**src/sv/psn_pkg.sv**
```systemverilog
// Package for the polyline smooth normals block.
// Holds shared widths, the job descriptor and the bank release struct.
// Used by every module of the block; depends on nothing.
package psn_pkg;
	localparam int unsigned MAX_POINTS_DEF = 64;
	localparam int unsigned PT_W = 7;
	localparam int unsigned SUM_W = 38;
	localparam int unsigned VW = 41;
	localparam int unsigned NW = 16;

	typedef struct packed {
		logic [PT_W-1:0]         n;
		logic                    closed;
		logic                    bank;
		logic signed [SUM_W-1:0] sum_x;
		logic signed [SUM_W-1:0] sum_y;
	} job_t;

	typedef struct packed {
		logic valid;
		logic bank;
	} rel_t;
endpackage

```
**src/sv/psn_jobq.sv**
```systemverilog
// Two-entry job queue between the front end and the normal sequencer.
// Depends on psn_pkg.
module psn_jobq (
	input  logic          clk,
	input  logic          arst_n,
	input  logic          push,
	input  psn_pkg::job_t din,
	input  logic          pop,
	output logic          avail,
	output psn_pkg::job_t dout
);
	import psn_pkg::*;

	job_t       q_q [2];
	logic       wp_q, rp_q;
	logic [1:0] cnt_q;
	logic       do_push, do_pop;

	assign avail = cnt_q != 2'd0;
	assign do_pop = pop && avail;
	assign do_push = push && (cnt_q != 2'd2);
	assign dout = q_q[rp_q];

	always_ff @(posedge clk) begin
		if (do_push) q_q[wp_q] <= din;
	end

	always_ff @(posedge clk or negedge arst_n) begin
		if (!arst_n) begin
			wp_q <= 1'b0;
			rp_q <= 1'b0;
			cnt_q <= '0;
		end else begin
			if (do_push) wp_q <= !wp_q;
			if (do_pop) rp_q <= !rp_q;
			cnt_q <= cnt_q + 2'(do_push) - 2'(do_pop);
		end
	end
endmodule

```
**config.mk**
```make
export PLATFORM = sky130hd
export DESIGN_NAME = psn_jobq
export DESIGN_NICKNAME = d
export VERILOG_FILES = /design/src/sv/psn_pkg.sv /design/src/sv/psn_jobq.sv
export SDC_FILE = /design/constraint.sdc
export NUM_CORES = 1
export LEC_CHECK = 0
export BUFFER_PORTS_ARGS = -buffer_cell sky130_fd_sc_hd__buf_2
export CORE_ASPECT_RATIO = 1.5
export CORE_MARGIN = 2
export CORE_UTILIZATION = 34
export CTS_BUF_LIST = sky130_fd_sc_hd__clkbuf_8 sky130_fd_sc_hd__clkbuf_16
export DETAILED_ROUTE_END_ITERATION = 6
export PLACE_DENSITY = 0.58
export SYNTH_ARGS = -nofsm -noshare
export SYNTH_HDL_FRONTEND = slang
export SYNTH_SLANG_ARGS = --single-unit
```
**constraint.sdc**
```tcl
create_clock -name clk -period 6.75 [get_ports clk]
set_input_delay 0.675 -clock clk [delete_from_list [all_inputs] [get_ports clk]]
set_output_delay 0.675 -clock clk [all_outputs]
set_load 0.01 [all_outputs]
```
==> impl_metrics.yaml <==
detailed_routing:
  viasPerCell: 4.38
  ant_nets: 0
  routed_wl_um: 11900
  dr_total_vias: 3254
  drt_pre_antenna_iters: 4
  drc: 0
  drtIter0Drc: 157
  wl_per_cell_um: 16.0
pwr:
  p_seq_frac: 0.441
  swShare: 0.287
  internal_power_mw: 2.57
  p_comb_frac: 0.283
  clockPowerShare: 0.276
  p_total_mw: 3.61
  powerDensity_nw_per_um2: 436
  p_sw_mw: 1.03
  peakVddDrop_uv: 247
  power.leakage_nw: 3.18
global_routing:
  grt.total_usage: 0.117
  grt_pass1_wl_um: 18300
  grtUsageMet1: 0.121
  grt_pass1_vias: 3604
  met3_usage: 0.0482
  grt.overflow.total: 0
  grt_antenna_before_repair: 0
  grt_max_degree: 51
  grt_busiest_layer: "met2"
  grt_use_met2: 0.209
place:
  pre_cts_slack_ns: 3.49
  dp_hpwl_um: 7790
  place_inst: 711
  place.gp.congestion: 0.709
  port_buffers: 174
layout:
  layoutNonFillerInstCount: 743
  layout.nets: 564
  antenna_cells: 0
  area_growth_pct: 26.1
  final_layout_size_suffix_gt1_frac: 0.612
sta:
  clock_skew_ns: 0.00695
  setup-violations-final: 0
  max_freq_mhz: 304
  rsz0062_at_grt: "no"
  drv_slew: 0
  fin_crit_sh: 0.487
  max-slew-margin-rel: 0.247
  worst_slew_pin_slew_ns: 1.13
  fin_ws_ns: 3.46
  hold_viol: 0
  fin_tns_setup_ns: 0
  period_minus_slack_ns: 3.29
yosys:
  netlist_instances: 288
  yosys.area.top_type: "edfxtp_1"
  seq_area_frac_synth: 0.794
  netlist.area_leader.share: 0.778
  synth_area_sq_um: 6560
  synth_cell_types: 20
  syn_nets: 378
  synth_area_leaders: "edfxtp_1 78%, mux2_4 9.2%, mux2_2 7.7%"
  avgSynthCellArea_sq_um: 22.8
  ys_ff_latch: 174
  synth_warnings: 0
critical_path:
  ff2ff_setup_slack_ns: 3.90
  r2r_cells: 4
  crit_required_ns: 6.07
  r2r_start: "cnt_q[1]"
  crit_start: "rp_q"
  cp-end-kind: "primary output"
  critPathMaxFanout: 50
  start_kind: "flop"
  arrival_ns: 2.61
  path_class: "reg -> out"
floorplan:
  rows: 62
  die-area_sq_um: 20400
  start_util: 0.345
  die_w_um: 117
  io_pins: 175
  fp.coreArea_sq_um: 19000
  die_height_um: 174
clock_tree:
  cts.sinks: 174
  cts-htree-levels: 4
  cts_buffer_depth: 2
  cts_tree: "yes"
  cts-root-buf: "clkbuf_16"
  cts_resized: 0
  cts_setup_buffers: 0
  path_clk_slew_ns: 0.06
  cts_buffers: 17
  clk_latency_ns: 0.41
  ctsHoldBuffers: 0
run:
  maxCapViolations: 0
min_path:
  holdCritPathClass: "in -> async"
run_status:
  status: "completed"
==> per-layer routing <==
| metal | routed length [um] | vias to the layer above |
|---|---|---|
| li1 | - | 1511 |
| met1 | 4630 | 1619 |
| met2 | 6150 | 111 |
| met3 | 912 | 13 |
| met4 | 176 | 0 |
| met5 | 0 | - |
==> metrics by stage <==
step,hold slack [ns],instance area (sq um),util
floorplan,0.379,6560,-
global placement,0.489,7660,0.403
detailed placement,0.488,7660,0.403
CTS,0.0338,8270,0.435
global route,0.0426,8270,0.435
finish,0.0534,8270,0.435
==> area by class of cell <==
cell class	count	area (sq um)
Clock buffer	17	425
Clock inverter	15	183
Fill cell	1699	10700
Inverter	2	7.51
Multi-Input combinational cell	102	1230
Sequential cell	174	5210
Tap cell	256	320
Timing Repair Buffer	177	893
==> cells in the mapped netlist <==
| master | instances |
|---|---|
| buf_2 | 4 |
| mux2_4 | 40 |
| buf_8 | 1 |
| a21bo_2 | 1 |
| dfrtp_1 | 4 |
| nand2_1 | 1 |
| a211oi_1 | 1 |
| inv_1 | 2 |
| a32oi_1 | 1 |
| or2_2 | 1 |
| xnor2_1 | 3 |
| edfxtp_1 | 170 |
| mux2_2 | 45 |
| ha_1 | 1 |
| nor2b_1 | 1 |
| buf_12 | 4 |
| buf_6 | 1 |
| nand3_1 | 1 |
| nor2_1 | 4 |
| o21ai_0 | 2 |
==> registers in the layout, indices dropped and copies added (netlist names) <==
| register | count |
|---|---|
| cnt_q | 2 |
| wp_q | 1 |
| rp_q | 1 |
| q_q | 170 |
==> power groups by stage <==
stage,logic [mW],registers [mW],clock network [mW]
detailed placement,1.05,1.62,0
global placement,1.04,1.61,0
floorplan,0.779,1.58,0
CTS,1.05,1.60,1.02
global route,1.10,1.62,1.06
finish,1.02,1.59,0.994
==> final timing paths <==
kind / to
setup / recovery: dout[5]
hold / removal: cnt_q[1]
setup reg to reg: q_q[0][80]
hold reg to reg: wp_q
max in group asynchronous: rp_q
min in group clk: q_q[0][13]
==> critical path, stage by stage (launching register included) <==
cell	delay (ns)
dfrtp_4	0.82
buf_4	0.72
mux2_2	0.43
buf_2	0.14
==> placed cells by master, fill, tap and decap left out <==
cell	synthesis	layout
buf_2	4	174
edfxtp_1	170	170
mux2_2	45	45
mux2_4	40	40
clkbuf_16	0	17
inv_6	0	6
xnor2_1	3	3
inv_1	2	3
clkinvlp_4	0	3
bufinv_16	0	3
dfrtp_1	4	3
buf_4	0	3
nor2_1	4	2
o21ai_0	2	2
nor2_4	0	2
a21bo_2	1	1
a32oi_1	1	1
nor2b_1	1	1
a211oi_1	1	1
nand3_1	1	1
or2_2	1	1
nand2_1	1	1
ha_1	1	1
clkinv_4	0	1
clkinv_2	0	1
dfrtp_4	0	1
==> logic make-up after synthesis <==
logic type	synth area share
flip-flops	0.794
multiplexers	0.169
buffers and inverters	0.0204
AND/OR/NAND/NOR	0.00553
AO/OA/AOI/OAI	0.00553
XOR/XNOR	0.00401
adder cells (fa/ha/maj)	0.00191
(Power assumes the default switching activity.)
